### src/design/http_get_request_validator_core_defines.svh
// Assertion macros used by the request validator top level.
`ifndef HTTP_GET_REQUEST_VALIDATOR_CORE_DEFINES_SVH
`define HTTP_GET_REQUEST_VALIDATOR_CORE_DEFINES_SVH

// Same-cycle implication, checked on aclk while aresetn is high.
`define HGV_ASSERT_IMP(lbl, ante, cons) \
    lbl: assert property (@(posedge aclk) disable iff (!aresetn) (ante) |-> (cons)) \
        else $error("request validator check failed");

// Next-cycle implication, checked on aclk while aresetn is high.
`define HGV_ASSERT_NXT(lbl, ante, cons) \
    lbl: assert property (@(posedge aclk) disable iff (!aresetn) (ante) |=> (cons)) \
        else $error("request validator check failed");

`endif

### src/design/hgv_pkg.sv
// Shared types and codes of the HTTP GET request validator.
package hgv_pkg;

    // Result kinds
    localparam logic KIND_PATH    = 1'b0;
    localparam logic KIND_VERDICT = 1'b1;

    // Verdict codes
    localparam logic [1:0] ST_VALID     = 2'd0;
    localparam logic [1:0] ST_MALFORMED = 2'd1;
    localparam logic [1:0] ST_NOHOST    = 2'd2;

    // One result item
    typedef struct packed {
        logic       kind;
        logic [7:0] path_byte;
        logic [1:0] status;
        logic       last_result;
    } hgv_result_t;

    // Results caused by one input item, in output order
    typedef struct packed {
        logic [1:0]  count;
        hgv_result_t first;
        hgv_result_t second;
    } hgv_step_t;

endpackage

### src/design/hgv_parser.sv
// Request parser state and the per-byte next-state and result logic.
module hgv_parser (
    input  logic              aclk,
    input  logic              aresetn,
    input  logic              accept,
    input  logic [7:0]        data_byte,
    input  logic              end_of_request,
    output hgv_pkg::hgv_step_t step
);

    localparam logic [3:0] PH_WAIT1  = 4'd0;
    localparam logic [3:0] PH_PRE1   = 4'd1;
    localparam logic [3:0] PH_W1     = 4'd2;
    localparam logic [3:0] PH_PRE2   = 4'd3;
    localparam logic [3:0] PH_W2     = 4'd4;
    localparam logic [3:0] PH_PRE3   = 4'd5;
    localparam logic [3:0] PH_W3     = 4'd6;
    localparam logic [3:0] PH_REST1  = 4'd7;
    localparam logic [3:0] PH_LSTART = 4'd8;
    localparam logic [3:0] PH_LINE   = 4'd9;
    localparam logic [3:0] PH_DONE   = 4'd10;

    localparam logic WORD_GET = 1'b0;
    localparam logic WORD_VER = 1'b1;

    localparam logic [7:0] CHAR_CR  = 8'h0D;
    localparam logic [7:0] CHAR_LF  = 8'h0A;
    localparam logic [7:0] CHAR_SP  = 8'h20;
    localparam logic [7:0] CHAR_NUL = 8'h00;

    localparam logic [3:0] LEN_GET    = 4'd3;
    localparam logic [3:0] LEN_VER    = 4'd8;
    localparam logic [2:0] LEN_HOST   = 3'd6;
    localparam logic [3:0] INDEX_MAX  = 4'd15;

    logic [3:0] phase_reg, phase_next;
    logic [3:0] match_index_reg, match_index_next;
    logic       word_matches_reg, word_matches_next;
    logic [2:0] line_length_reg, line_length_next;
    logic       verdict_given_reg, verdict_given_next;

    logic       path_v;
    logic       verd_v;
    logic [1:0] verd_st;
    logic       brk;
    logic       sp;

    // Character of the method or version word at a position
    function automatic logic [7:0] word_char(input logic sel, input logic [3:0] idx);
        logic [7:0] c;
        c = 8'h00;
        if (sel == WORD_GET) begin
            unique case (idx)
                4'd0:    c = "G";
                4'd1:    c = "E";
                4'd2:    c = "T";
                default: c = 8'h00;
            endcase
        end else begin
            unique case (idx)
                4'd0:    c = "H";
                4'd1:    c = "T";
                4'd2:    c = "T";
                4'd3:    c = "P";
                4'd4:    c = "/";
                4'd5:    c = "1";
                4'd6:    c = ".";
                4'd7:    c = "1";
                default: c = 8'h00;
            endcase
        end
        return c;
    endfunction

    function automatic logic [3:0] word_len(input logic sel);
        return (sel == WORD_GET) ? LEN_GET : LEN_VER;
    endfunction

    function automatic logic [7:0] host_char(input logic [2:0] idx);
        logic [7:0] c;
        c = 8'h00;
        unique case (idx)
            3'd0:    c = "H";
            3'd1:    c = "o";
            3'd2:    c = "s";
            3'd3:    c = "t";
            3'd4:    c = ":";
            3'd5:    c = " ";
            default: c = 8'h00;
        endcase
        return c;
    endfunction

    // One matching step: returns {next index, next match flag}
    function automatic logic [4:0] match_step(input logic sel, input logic [3:0] idx,
                                              input logic wm, input logic [7:0] b);
        logic       w;
        logic [3:0] i;
        w = wm;
        i = idx;
        if (idx >= word_len(sel) || word_char(sel, idx) != b) begin
            w = 1'b0;
        end
        if (idx < INDEX_MAX) begin
            i = idx + 4'd1;
        end
        return {i, w};
    endfunction

    // Verdict when the request text ends without one
    function automatic logic [1:0] end_status(input logic [3:0] ph, input logic [3:0] mi,
                                              input logic wm);
        logic [1:0] s;
        s = hgv_pkg::ST_MALFORMED;
        if (ph == PH_W3) begin
            s = (wm && mi == LEN_VER) ? hgv_pkg::ST_NOHOST : hgv_pkg::ST_MALFORMED;
        end else if (ph == PH_REST1 || ph == PH_LSTART || ph == PH_LINE) begin
            s = hgv_pkg::ST_NOHOST;
        end
        return s;
    endfunction

    // Advance the parser by one byte
    always_comb begin
        phase_next         = phase_reg;
        match_index_next   = match_index_reg;
        word_matches_next  = word_matches_reg;
        line_length_next   = line_length_reg;
        verdict_given_next = verdict_given_reg;
        path_v  = 1'b0;
        verd_v  = 1'b0;
        verd_st = hgv_pkg::ST_VALID;
        brk = (data_byte == CHAR_CR) || (data_byte == CHAR_LF);
        sp  = (data_byte == CHAR_SP);

        if (!verdict_given_reg) begin
            if (data_byte == CHAR_NUL) begin
                verd_v  = 1'b1;
                verd_st = end_status(phase_next, match_index_next, word_matches_next);
            end else begin
                unique case (phase_reg)
                    PH_WAIT1: begin
                        if (sp) begin
                            phase_next = PH_PRE1;
                        end else if (!brk) begin
                            {match_index_next, word_matches_next} =
                                match_step(WORD_GET, 4'd0, 1'b1, data_byte);
                            phase_next = PH_W1;
                        end
                    end
                    PH_PRE1: begin
                        if (brk) begin
                            verd_v  = 1'b1;
                            verd_st = hgv_pkg::ST_MALFORMED;
                        end else if (!sp) begin
                            {match_index_next, word_matches_next} =
                                match_step(WORD_GET, 4'd0, 1'b1, data_byte);
                            phase_next = PH_W1;
                        end
                    end
                    PH_W1: begin
                        if (brk) begin
                            verd_v  = 1'b1;
                            verd_st = hgv_pkg::ST_MALFORMED;
                        end else if (sp) begin
                            if (word_matches_reg && match_index_reg == LEN_GET) begin
                                phase_next = PH_PRE2;
                            end else begin
                                verd_v  = 1'b1;
                                verd_st = hgv_pkg::ST_MALFORMED;
                            end
                        end else begin
                            {match_index_next, word_matches_next} =
                                match_step(WORD_GET, match_index_reg, word_matches_reg,
                                           data_byte);
                        end
                    end
                    PH_PRE2: begin
                        if (brk) begin
                            verd_v  = 1'b1;
                            verd_st = hgv_pkg::ST_MALFORMED;
                        end else if (!sp) begin
                            path_v     = 1'b1;
                            phase_next = PH_W2;
                        end
                    end
                    PH_W2: begin
                        if (brk) begin
                            verd_v  = 1'b1;
                            verd_st = hgv_pkg::ST_MALFORMED;
                        end else if (sp) begin
                            phase_next = PH_PRE3;
                        end else begin
                            path_v = 1'b1;
                        end
                    end
                    PH_PRE3: begin
                        if (brk) begin
                            verd_v  = 1'b1;
                            verd_st = hgv_pkg::ST_MALFORMED;
                        end else if (!sp) begin
                            {match_index_next, word_matches_next} =
                                match_step(WORD_VER, 4'd0, 1'b1, data_byte);
                            phase_next = PH_W3;
                        end
                    end
                    PH_W3: begin
                        if (brk || sp) begin
                            if (!(word_matches_reg && match_index_reg == LEN_VER)) begin
                                verd_v  = 1'b1;
                                verd_st = hgv_pkg::ST_MALFORMED;
                            end else begin
                                phase_next = brk ? PH_LSTART : PH_REST1;
                            end
                        end else begin
                            {match_index_next, word_matches_next} =
                                match_step(WORD_VER, match_index_reg, word_matches_reg,
                                           data_byte);
                        end
                    end
                    PH_REST1: begin
                        if (brk) begin
                            phase_next = PH_LSTART;
                        end
                    end
                    PH_LSTART: begin
                        if (!brk) begin
                            word_matches_next = (data_byte == host_char(3'd0));
                            line_length_next  = 3'd1;
                            phase_next        = PH_LINE;
                        end
                    end
                    PH_LINE: begin
                        if (brk) begin
                            phase_next = PH_LSTART;
                        end else if (line_length_reg < LEN_HOST) begin
                            if (host_char(line_length_reg) != data_byte) begin
                                word_matches_next = 1'b0;
                            end
                            line_length_next = line_length_reg + 3'd1;
                        end else if (word_matches_reg) begin
                            verd_v  = 1'b1;
                            verd_st = hgv_pkg::ST_VALID;
                        end
                    end
                    default: begin
                    end
                endcase
            end

            // End of request without a verdict yet: judge the state left by this byte
            if (!verd_v && end_of_request) begin
                verd_v  = 1'b1;
                verd_st = end_status(phase_next, match_index_next, word_matches_next);
            end
            if (verd_v) begin
                verdict_given_next = 1'b1;
                phase_next         = PH_DONE;
            end
        end

        // Rearm for the next request
        if (end_of_request) begin
            phase_next         = PH_WAIT1;
            match_index_next   = 4'd0;
            word_matches_next  = 1'b1;
            line_length_next   = 3'd0;
            verdict_given_next = 1'b0;
        end
    end

    // Order the results of this byte: path byte first, verdict last
    always_comb begin
        step.count  = {1'b0, path_v} + {1'b0, verd_v};
        step.first  = '0;
        step.second = '0;
        if (path_v) begin
            step.first.kind        = hgv_pkg::KIND_PATH;
            step.first.path_byte   = data_byte;
            step.first.status      = hgv_pkg::ST_VALID;
            step.first.last_result = !verd_v;
            if (verd_v) begin
                step.second.kind        = hgv_pkg::KIND_VERDICT;
                step.second.status      = verd_st;
                step.second.last_result = 1'b1;
            end
        end else if (verd_v) begin
            step.first.kind        = hgv_pkg::KIND_VERDICT;
            step.first.status      = verd_st;
            step.first.last_result = 1'b1;
        end
    end

    // Hold parser state, advance on each accepted item
    always_ff @(posedge aclk) begin
        if (!aresetn) begin
            phase_reg         <= PH_WAIT1;
            match_index_reg   <= 4'd0;
            word_matches_reg  <= 1'b1;
            line_length_reg   <= 3'd0;
            verdict_given_reg <= 1'b0;
        end else if (accept) begin
            phase_reg         <= phase_next;
            match_index_reg   <= match_index_next;
            word_matches_reg  <= word_matches_next;
            line_length_reg   <= line_length_next;
            verdict_given_reg <= verdict_given_next;
        end
    end

endmodule

### src/design/hgv_out_queue.sv
// Three-entry result queue: takes up to two results per cycle while it has room, drives one.
module hgv_out_queue (
    input  logic                aclk,
    input  logic                aresetn,
    input  logic                push,
    input  hgv_pkg::hgv_step_t  step,
    output logic                in_ready,
    output logic                out_valid,
    input  logic                out_ready,
    output hgv_pkg::hgv_result_t out_item
);

    hgv_pkg::hgv_result_t q0_reg, q0_next;
    hgv_pkg::hgv_result_t q1_reg, q1_next;
    hgv_pkg::hgv_result_t q2_reg, q2_next;
    logic [1:0] count_reg, count_next;

    logic       pop;
    logic [1:0] n_push;
    logic [1:0] base;
    logic [1:0] fill;

    assign out_valid = (count_reg != 2'd0);
    assign out_item  = q0_reg;
    // Room for two more results after this cycle
    assign in_ready  = (count_reg <= 2'd1);
    assign pop       = out_valid && out_ready;
    assign n_push    = push ? step.count : 2'd0;
    assign base      = count_reg - {1'b0, pop};
    // At most three entries: a push only happens with one or none left
    assign fill      = base + n_push;

    // Shift out the taken head, then append new results behind what remains
    always_comb begin
        q0_next    = q0_reg;
        q1_next    = q1_reg;
        q2_next    = q2_reg;
        count_next = fill;

        if (base > 2'd0) begin
            q0_next = pop ? q1_reg : q0_reg;
        end else if (n_push != 2'd0) begin
            q0_next = step.first;
        end

        if (base > 2'd1) begin
            q1_next = pop ? q2_reg : q1_reg;
        end else if (base == 2'd1 && n_push != 2'd0) begin
            q1_next = step.first;
        end else if (base == 2'd0 && n_push == 2'd2) begin
            q1_next = step.second;
        end

        if (base == 2'd2 && n_push != 2'd0) begin
            q2_next = step.first;
        end else if (base == 2'd1 && n_push == 2'd2) begin
            q2_next = step.second;
        end
    end

    // Hold queue contents
    always_ff @(posedge aclk) begin
        if (!aresetn) begin
            count_reg <= 2'd0;
        end else begin
            count_reg <= count_next;
        end
    end

    always_ff @(posedge aclk) begin
        q0_reg <= q0_next;
        q1_reg <= q1_next;
        q2_reg <= q2_next;
    end

endmodule

### src/design/http_get_request_validator_core.sv
// Top level of the HTTP GET request validator.
//
// Input channel (s_): one request byte per item, with s_end_of_request on the
// final byte of a request. Result channel (m_): path bytes (m_kind 0) as they
// arrive, then one verdict (m_kind 1) with m_status 0 valid, 1 malformed
// request line, 2 host line missing. m_last_result marks the last result that
// an input item caused.
// A result enters the result queue register when its byte is accepted and is
// offered on m_ behind any results still waiting in the queue.
// Throughput: one byte per cycle while s_ready is high; the byte-parsing logic
// sits between the input handshake and a three-entry result queue. A byte that
// yields both a path byte and a verdict (end of request) leaves at least two
// results queued, so s_ready drops while the queue drains.
// Stall: while m_ready is low, s_ready stays high until two results are
// waiting; nothing is lost or repeated.
// Reset: aresetn (synchronous, active low) empties the queue and returns the
// parser to waiting for the first line of a request.
`include "http_get_request_validator_core_defines.svh"

module http_get_request_validator_core (
    input  logic       aclk,
    input  logic       aresetn,
    input  logic       s_valid,
    output logic       s_ready,
    input  logic [7:0] s_data_byte,
    input  logic       s_end_of_request,
    output logic       m_valid,
    input  logic       m_ready,
    output logic       m_kind,
    output logic [7:0] m_path_byte,
    output logic [1:0] m_status,
    output logic       m_last_result
);

    logic                 accept;
    hgv_pkg::hgv_step_t   step;
    hgv_pkg::hgv_result_t head;

    assign accept = s_valid && s_ready;

    // Parse each accepted byte
    hgv_parser u_parser (
        .aclk           (aclk),
        .aresetn        (aresetn),
        .accept         (accept),
        .data_byte      (s_data_byte),
        .end_of_request (s_end_of_request),
        .step           (step)
    );

    // Queue the results toward the receiver
    hgv_out_queue u_queue (
        .aclk      (aclk),
        .aresetn   (aresetn),
        .push      (accept),
        .step      (step),
        .in_ready  (s_ready),
        .out_valid (m_valid),
        .out_ready (m_ready),
        .out_item  (head)
    );

    assign m_kind        = head.kind;
    assign m_path_byte   = head.path_byte;
    assign m_status      = head.status;
    assign m_last_result = head.last_result;

    // A verdict always closes the results of its byte
    `HGV_ASSERT_IMP(a_verdict_last, m_valid && m_kind == hgv_pkg::KIND_VERDICT, m_last_result)
    // Path results carry no verdict code
    `HGV_ASSERT_IMP(a_path_status, m_valid && m_kind == hgv_pkg::KIND_PATH, m_status == hgv_pkg::ST_VALID)
    // Verdicts carry no path byte
    `HGV_ASSERT_IMP(a_verdict_byte, m_valid && m_kind == hgv_pkg::KIND_VERDICT, m_path_byte == 8'd0)
    // Hold a stalled result item steady until it is taken
    `HGV_ASSERT_NXT(a_result_hold, m_valid && !m_ready, m_valid && $stable(head))

endmodule
### config.mk
export PLATFORM = sky130hd
export DESIGN_NAME = http_get_request_validator_core
export DESIGN_NICKNAME = d
export VERILOG_FILES = /design/src/design/hgv_pkg.sv /design/src/design/hgv_parser.sv /design/src/design/hgv_out_queue.sv /design/src/design/http_get_request_validator_core.sv
export VERILOG_INCLUDE_DIRS = /design/src /design/src/design
export SDC_FILE = /design/constraint.sdc
export NUM_CORES = 1
export LEC_CHECK = 0
export BUFFER_PORTS_ARGS = -buffer_cell sky130_fd_sc_hd__clkbuf_2
export CORE_MARGIN = 2
export CORE_UTILIZATION = 55
export DETAILED_ROUTE_END_ITERATION = 10
export MAX_ROUTING_LAYER = met4
export PLACE_DENSITY = 0.76
export SYNTH_ARGS = -nofsm -noshare
export SYNTH_HDL_FRONTEND = slang
export SYNTH_SLANG_ARGS = --single-unit
### constraint.sdc
create_clock -name aclk -period 5.23 [get_ports aclk]
set_input_delay 1.569 -clock aclk [delete_from_list [all_inputs] [get_ports aclk]]
set_output_delay 1.569 -clock aclk [all_outputs]
set_load 0.01 [all_outputs]
=== Word-level counts from Yosys, hierarchy flattened ===
Memories as Yosys holds them, arrays and structs flattened. A register that Yosys moved wholly into a read port is not among the register bits.
Index checks and enable logic that the tools add are counted.

* Flip-flop bits (word level): 51
* Memory bits (read-only): 56
* Input bits: 13
* Logic and storage cells: 270
* Memories: 1

{| class="wikitable"
|+ Memories
! memory !! words !! width !! rd ports !! clocked after Yosys merged registers in !! write ports !! RTL line !! source
|-
| (name not given) || 8 || 7 || 1 || 1 || 0 || hgv_parser.sv:60 || <nowiki>unique case (idx)</nowiki>
|}

* Add/subtract/negate cells: 5
* Order comparisons: 7
* Eq/ne operators: 43
* Mux-type cells: 157
* Reductions and logical operators: 39

{| class="wikitable"
|+ Operators with widths
! cell !! number
|-
| $mux 8 || 31
|-
| $mux 4 || 35
|-
| $mux 12 || 9
|-
| $mux 1 || 50
|-
| $ne 8x8->1 || 6
|-
| $pmux 7 s6 || 1
|-
| $pmux 4 s9 || 1
|-
| $mux 3 || 11
|-
| $mux 2 || 13
|-
| $eq 4x3->1 const B || 6
|-
| $eq 4x4->1 const B || 6
|-
| $pmux 7 s3 || 1
|-
| $eq 4x2->1 const B || 4
|-
| $eq 8x4->1 const B || 2
|-
| $pmux 4 s4 || 1
|-
| $logic_and 1x1->1 || 10
|-
| $ne 3x3->1 const B || 3
|-
| $eq 4x1->1 const B || 2
|-
| $eq 8x6->1 const B || 1
|-
| $eq 8x7->1 const B || 1
|-
| $logic_not 4->1 || 2
|-
| $logic_not 8->1 || 1
|-
| $logic_or 1x1->1 || 8
|-
| $reduce_bool 2->1 || 4
|-
| other kinds (30) || 42
|}

=== Longest topological paths before layout ===
* Word-level depth: 25
* Gate-level depth with buffers: 17

=== Cells and area by module ===
Synthesis repeated with hierarchy kept, for this count alone.

* Cell total of the unflattened synthesis: 488
* Area total of the unflattened synthesis: 4,440.5 sq um

{| class="wikitable"
|+ Modules (own cells, without submodules)
! module !! instances !! cells an instance !! area each (sq um) !! sequential area each (sq um)
|-
| hgv_parser || 1 || 342 || 2,506.2 || 400.4
|-
| hgv_out_queue || 1 || 145 || 1,928.1 || 1,121.1
|-
| http_get_request_validator_core || 1 || 1 || 6.3 || 0.0
|}

=== Worst setup path before layout ===
OpenSTA, ideal clock, no wires.

* Kind: input to register
* From: input port s_data_byte[4]
* To: register u_queue.q2_reg[0] (netlist bit) (enable)
* Library setup time: 0.385 ns
* Arrival: 4.997 ns
* Data required time: 4.845 ns
* Setup slack: -0.152 ns
* Stages on the path: 13
* Path buffers: 3
* Cell sequence: buf_2 -> or4b_1 -> clkbuf_1 -> a21o_1 -> a2111oi_0 -> o31ai_1 -> nand2_1 -> nor2_1 -> nor2_1 -> ha_1 -> clkbuf_1 -> or4_1 -> a21oi_1

* Cells in the longest elaborated chain, start to end: 17
* Elaborated cells on any way between the ends: 31
* Those cells by class: 1 x add/sub; 4 x eq/ne; 17 x mux; 9 x reduce/logical

{| class="wikitable"
|+ Ends and longest elaborated chain
! item !! RTL line !! source
|-
| from (decl) || http_get_request_validator_core.sv:25 || <nowiki>input logic [7:0] s_data_byte,</nowiki>
|-
| $eq 8x4->1 || hgv_parser.sv:133 || <nowiki>brk = (data_byte == CHAR_CR) || (data_byte == CHAR_LF);</nowiki>
|-
| $logic_or 1x1->1 || hgv_parser.sv:133 ||
|-
| $logic_or 1x1->1 || hgv_parser.sv:208 || <nowiki>if (brk || sp) begin</nowiki>
|-
| $mux 1 || hgv_parser.sv:208 ||
|-
| $pmux 1 s4 || hgv_parser.sv:141 || <nowiki>unique case (phase_reg)</nowiki>
|-
| $mux 1 || hgv_parser.sv:137 || <nowiki>if (data_byte == CHAR_NUL) begin</nowiki>
|-
| $mux 1 || hgv_parser.sv:136 || <nowiki>if (!verdict_given_reg) begin</nowiki>
|-
| $logic_not 1->1 || hgv_parser.sv:252 || <nowiki>if (!verd_v && end_of_request) begin</nowiki>
|-
| $logic_and 1x1->1 || hgv_parser.sv:252 ||
|-
| $mux 1 || hgv_parser.sv:252 ||
|-
| $mux 1 (2 in series) || hgv_parser.sv:136 ||
|-
| $add 1x1->2 (*) || hgv_parser.sv:274 || <nowiki>step.count = {1'b0, path_v} + {1'b0, verd_v};</nowiki>
|-
| $mux 2 (*) || hgv_out_queue.sv:28 || <nowiki>assign n_push = push ? step.count : 2'd0;</nowiki>
|-
| $eq 2x2->1 / $reduce_bool 2->1 (equally long branches) || hgv_out_queue.sv:56, hgv_out_queue.sv:54 ||
|-
| $logic_and 1x1->1 (on tied branches) || hgv_out_queue.sv:56, hgv_out_queue.sv:54 ||
|-
| $reduce_bool 2->1 (no line) (*) || n/a ||
|-
| to (signal assigned) || hgv_out_queue.sv:73 || <nowiki>q2_reg <= q2_next;</nowiki>
|-
| to (decl) || hgv_out_queue.sv:15 || <nowiki>hgv_pkg::hgv_result_t q2_reg, q2_next;</nowiki>
|}

Every way passes the cells marked *; elsewhere a longest branch is shown, timed or not. The select of a mux whose other input is x is not followed.
A chain may end at the register's enable or synchronous reset.

==> flow_summary.json <==
{
  "outcome": "finished clean",
  "io_pins": 27,
  "synth.area.top_cells": "edfxtp_1, dfxtp_1, ha_1, nand2_1, a21oi_1",
  "largest_area_contributor_in_the_netlist": "edfxtp_1",
  "asyncSetResetFlopFracSynth_pct": 0,
  "max-clock-path-buffers": 2,
  "flow.area_growth_from_synthesis_pct": 11.46,
  "detailed_place.area_um2": 4324,
  "design.die.area_um2": 8050,
  "postSynthRegisterBits": 58,
  "power_density_nw_per_um2": 332.5,
  "cp-end-kind": "flip-flop",
  "arrival_ns": 5.08,
  "cts_repair_resize_count": 0,
  "finalSetupViolCount": 0,
  "dp.final_hpwl_um": 7645,
  "leakagePower_uw": 0.001774,
  "synth_nets": 496,
  "ctsRootBufferMaster": "clkbuf_8",
  "post-synth-top-count-cell": "nand2_1",
  "post-cts-setup-buffers": 0,
  "wl_per_cell_um": 17.61,
  "place_congestion": 0.9379,
  "detail_route.vias_per_cell": 6.281,
  "initial_utilization_pct": 56.32,
  "number_of_synthesized_flops_with_an_enable_pin": 36,
  "antenna_violating_nets_post_route": 0,
  "worstMarginPinSlew_ns": 1.083,
  "rows": 31,
  "cts.sinks": 58,
  "synth-warning-count": 0,
  "count_of_vias_placed_by_the_detailed_router": 3737,
  "grt-ovfl-total": 0,
  "min-delay-path-class": "flip-flop to flip-flop",
  "n_antenna_cell": 0,
  "die_x_extent_um": 89.72,
  "cts_buffers": 9,
  "synth_cell_types": 75,
  "netlist_area_um2": 4041,
  "max_freq_ghz": 0.2054,
  "timing_max_transition_violations_final": 0,
  "postCtsHoldBufs": 0,
  "tritoncts": "built",
  "fillCellCount": 597,
  "worst_ep_required_time_ns": 5.44,
  "die_h_um": 89.72,
  "synth_sequential_area_ratio_pct": 37.65,
  "drt-pass1-iter-count": 5,
  "port_buffers": 26,
  "ff_latch_area_um2": 1521,
  "vdd_drop_max_mv": 0.1371,
  "crit_type": "input pin to flip-flop",
  "initial_detailed_routing_violation_count": 280,
  "antenna_found_initial": 0,
  "crit_fanout": 8,
  "first_global_vias": 3546,
  "final_layout_size_suffix_gt1_share_pct": 16.53,
  "final.min_clock_period_ns": 4.868,
  "post-route-drc-count": 0,
  "final.period_utilization_pct": 93.07,
  "drv.max_cap_violation_count": 0,
  "multi_input_comb_area_um2": 2286,
  "postSynthAreaPerCell_um2": 8.672,
  "fp.coreArea_um2": 7176,
  "worst_slew_margin_rel_pct": 25.74,
  "regToRegSetupSlack_ns": 1.17,
  "rsz0062_at_grt": "false",
  "area_fraction_of_the_dominant_cell_type_after_synthesis_pct": 26.75,
  "grt_start_max_net_pins": 22,
  "clock-skew-final_ns": 0.01046,
  "finalNetCount": 521,
  "globalRouteTotalUtil_pct": 27.15,
  "setup-tns-final_ns": 0,
  "htreeDepth": 3,
  "post-route-cell-area_um2": 4504,
  "clk_latency_ns": 0.34,
  "count_of_mapped_cells_out_of_synthesis": 466,
  "clk_pin_slew_worst_paths_ns": 0.07,
  "grt_first_pass_wirelength_um": 17180,
  "synth.top_cells.by_count": "nand2_1, edfxtp_1, nor2_1, clkbuf_1, inv_1",
  "finalHoldViolCount": 0,
  "finish.utilization_pct": 62.77,
  "routed_wl_um": 10480,
  "setup.worst_path.start_class": "input pin",
  "ys_dominant_reg_cell": "edfxtp_1"
}
logic make-up after synthesis:
family	after synthesis	synth area share, %
AOI/OAI and AO/OA	131	23.62
xor gates and xnor gates	13	2.817
adders and majority gates	17	5.263
buffers and inverters	60	5.882
DFF	58	37.65
muxes	3	0.7431
and+or+nand+nor	184	24.02
final timing paths:
kind | startpoint | to | cells past startpoint
max reg2reg | u_parser.phase_reg[1]$_SDFFE_PN0P_ | u_queue.q1_reg[8]$_DFFE_PP_ | 12
min reg2reg | u_queue.q1_reg[6]$_DFFE_PP_ | u_queue.out_item[6]$_DFFE_PP_ | 2
min | u_queue.q1_reg[6]$_DFFE_PP_ | u_queue.out_item[6]$_DFFE_PP_ | 2
max | s_data_byte[0] | u_queue.q1_reg[8]$_DFFE_PP_ | 13
cell usage in the layout (no fill, tap or decap), types with 12 or more instances in the layout:
| cell | synthesis | final |
|---|---|---|
| nand2_1 | 55 | 55 |
| nor2_1 | 28 | 28 |
| nand3_1 | 13 | 13 |
| edfxtp_1 | 36 | 36 |
| nor3_1 | 17 | 17 |
| and3_1 | 12 | 12 |
| nor2b_1 | 13 | 13 |
| o21ai_0 | 16 | 16 |
| a21oi_1 | 23 | 22 |
| buf_4 | 0 | 22 |
| ha_1 | 17 | 17 |
| clkbuf_2 | 0 | 26 |
| dfxtp_1 | 22 | 22 |
| a22o_1 | 12 | 12 |
| inv_1 | 25 | 25 |
worst max-delay path, cell delays in order:
cell and delay (ns):
clkbuf_2 0.09, or4b_4 0.56, a21o_1 0.29, a2111oi_0 0.44
o31ai_1 0.17, nand2_1 0.14, nor2_1 0.08, nor2_1 0.17
ha_1 0.25, o21ai_0 0.15, or3_1 0.47, nor2_1 0.47
a22o_1 0.22
where the power goes:
| group | switching (uW) | total (uW) | leakage (uW) | internal [uW] |
|---|---|---|---|---|
| logic | 287 | 461 | 0.00117 | 173 |
| clock network | 187 | 381 | 0.0000888 | 194 |
| registers | 36.5 | 656 | 0.000520 | 620 |
| total | 511 | 1500 | 0.00177 | 987 |
stage by stage:
stage	std cells	setup WS [ns]	hold WS (ns)	total power, uW
after floorplan	466	0.05415	0.4836	967.6
after global placement	579	0.2866	0.4918	1115
after detailed placement	579	0.1776	0.5010	1123
after CTS	595	0.4687	0.5164	1499
after global routing	595	0.1971	0.5325	1580
final	595	0.3624	0.5202	1498
cell type report:
type | instances | share of cell area [%]
Sequential cell | 58 | 33.78
Clock buffer | 11 | 3.361
Inverter | 26 | 2.167
Tap cell | 99 | 2.750
Multi-Input combinational cell | 348 | 50.75
Timing Repair Buffer | 48 | 6.556
Clock inverter | 5 | 0.6389
layer usage:
layer	global-route usage (%)	vias to the layer above	part of all wire [%]
li1	-	1786	-
met1	31.50	1743	41
met3	5.365	40	6.3
met5	-	-	0
met4	12.31	0	3.7
met2	45.77	168	49
(Power assumes the default switching activity.)
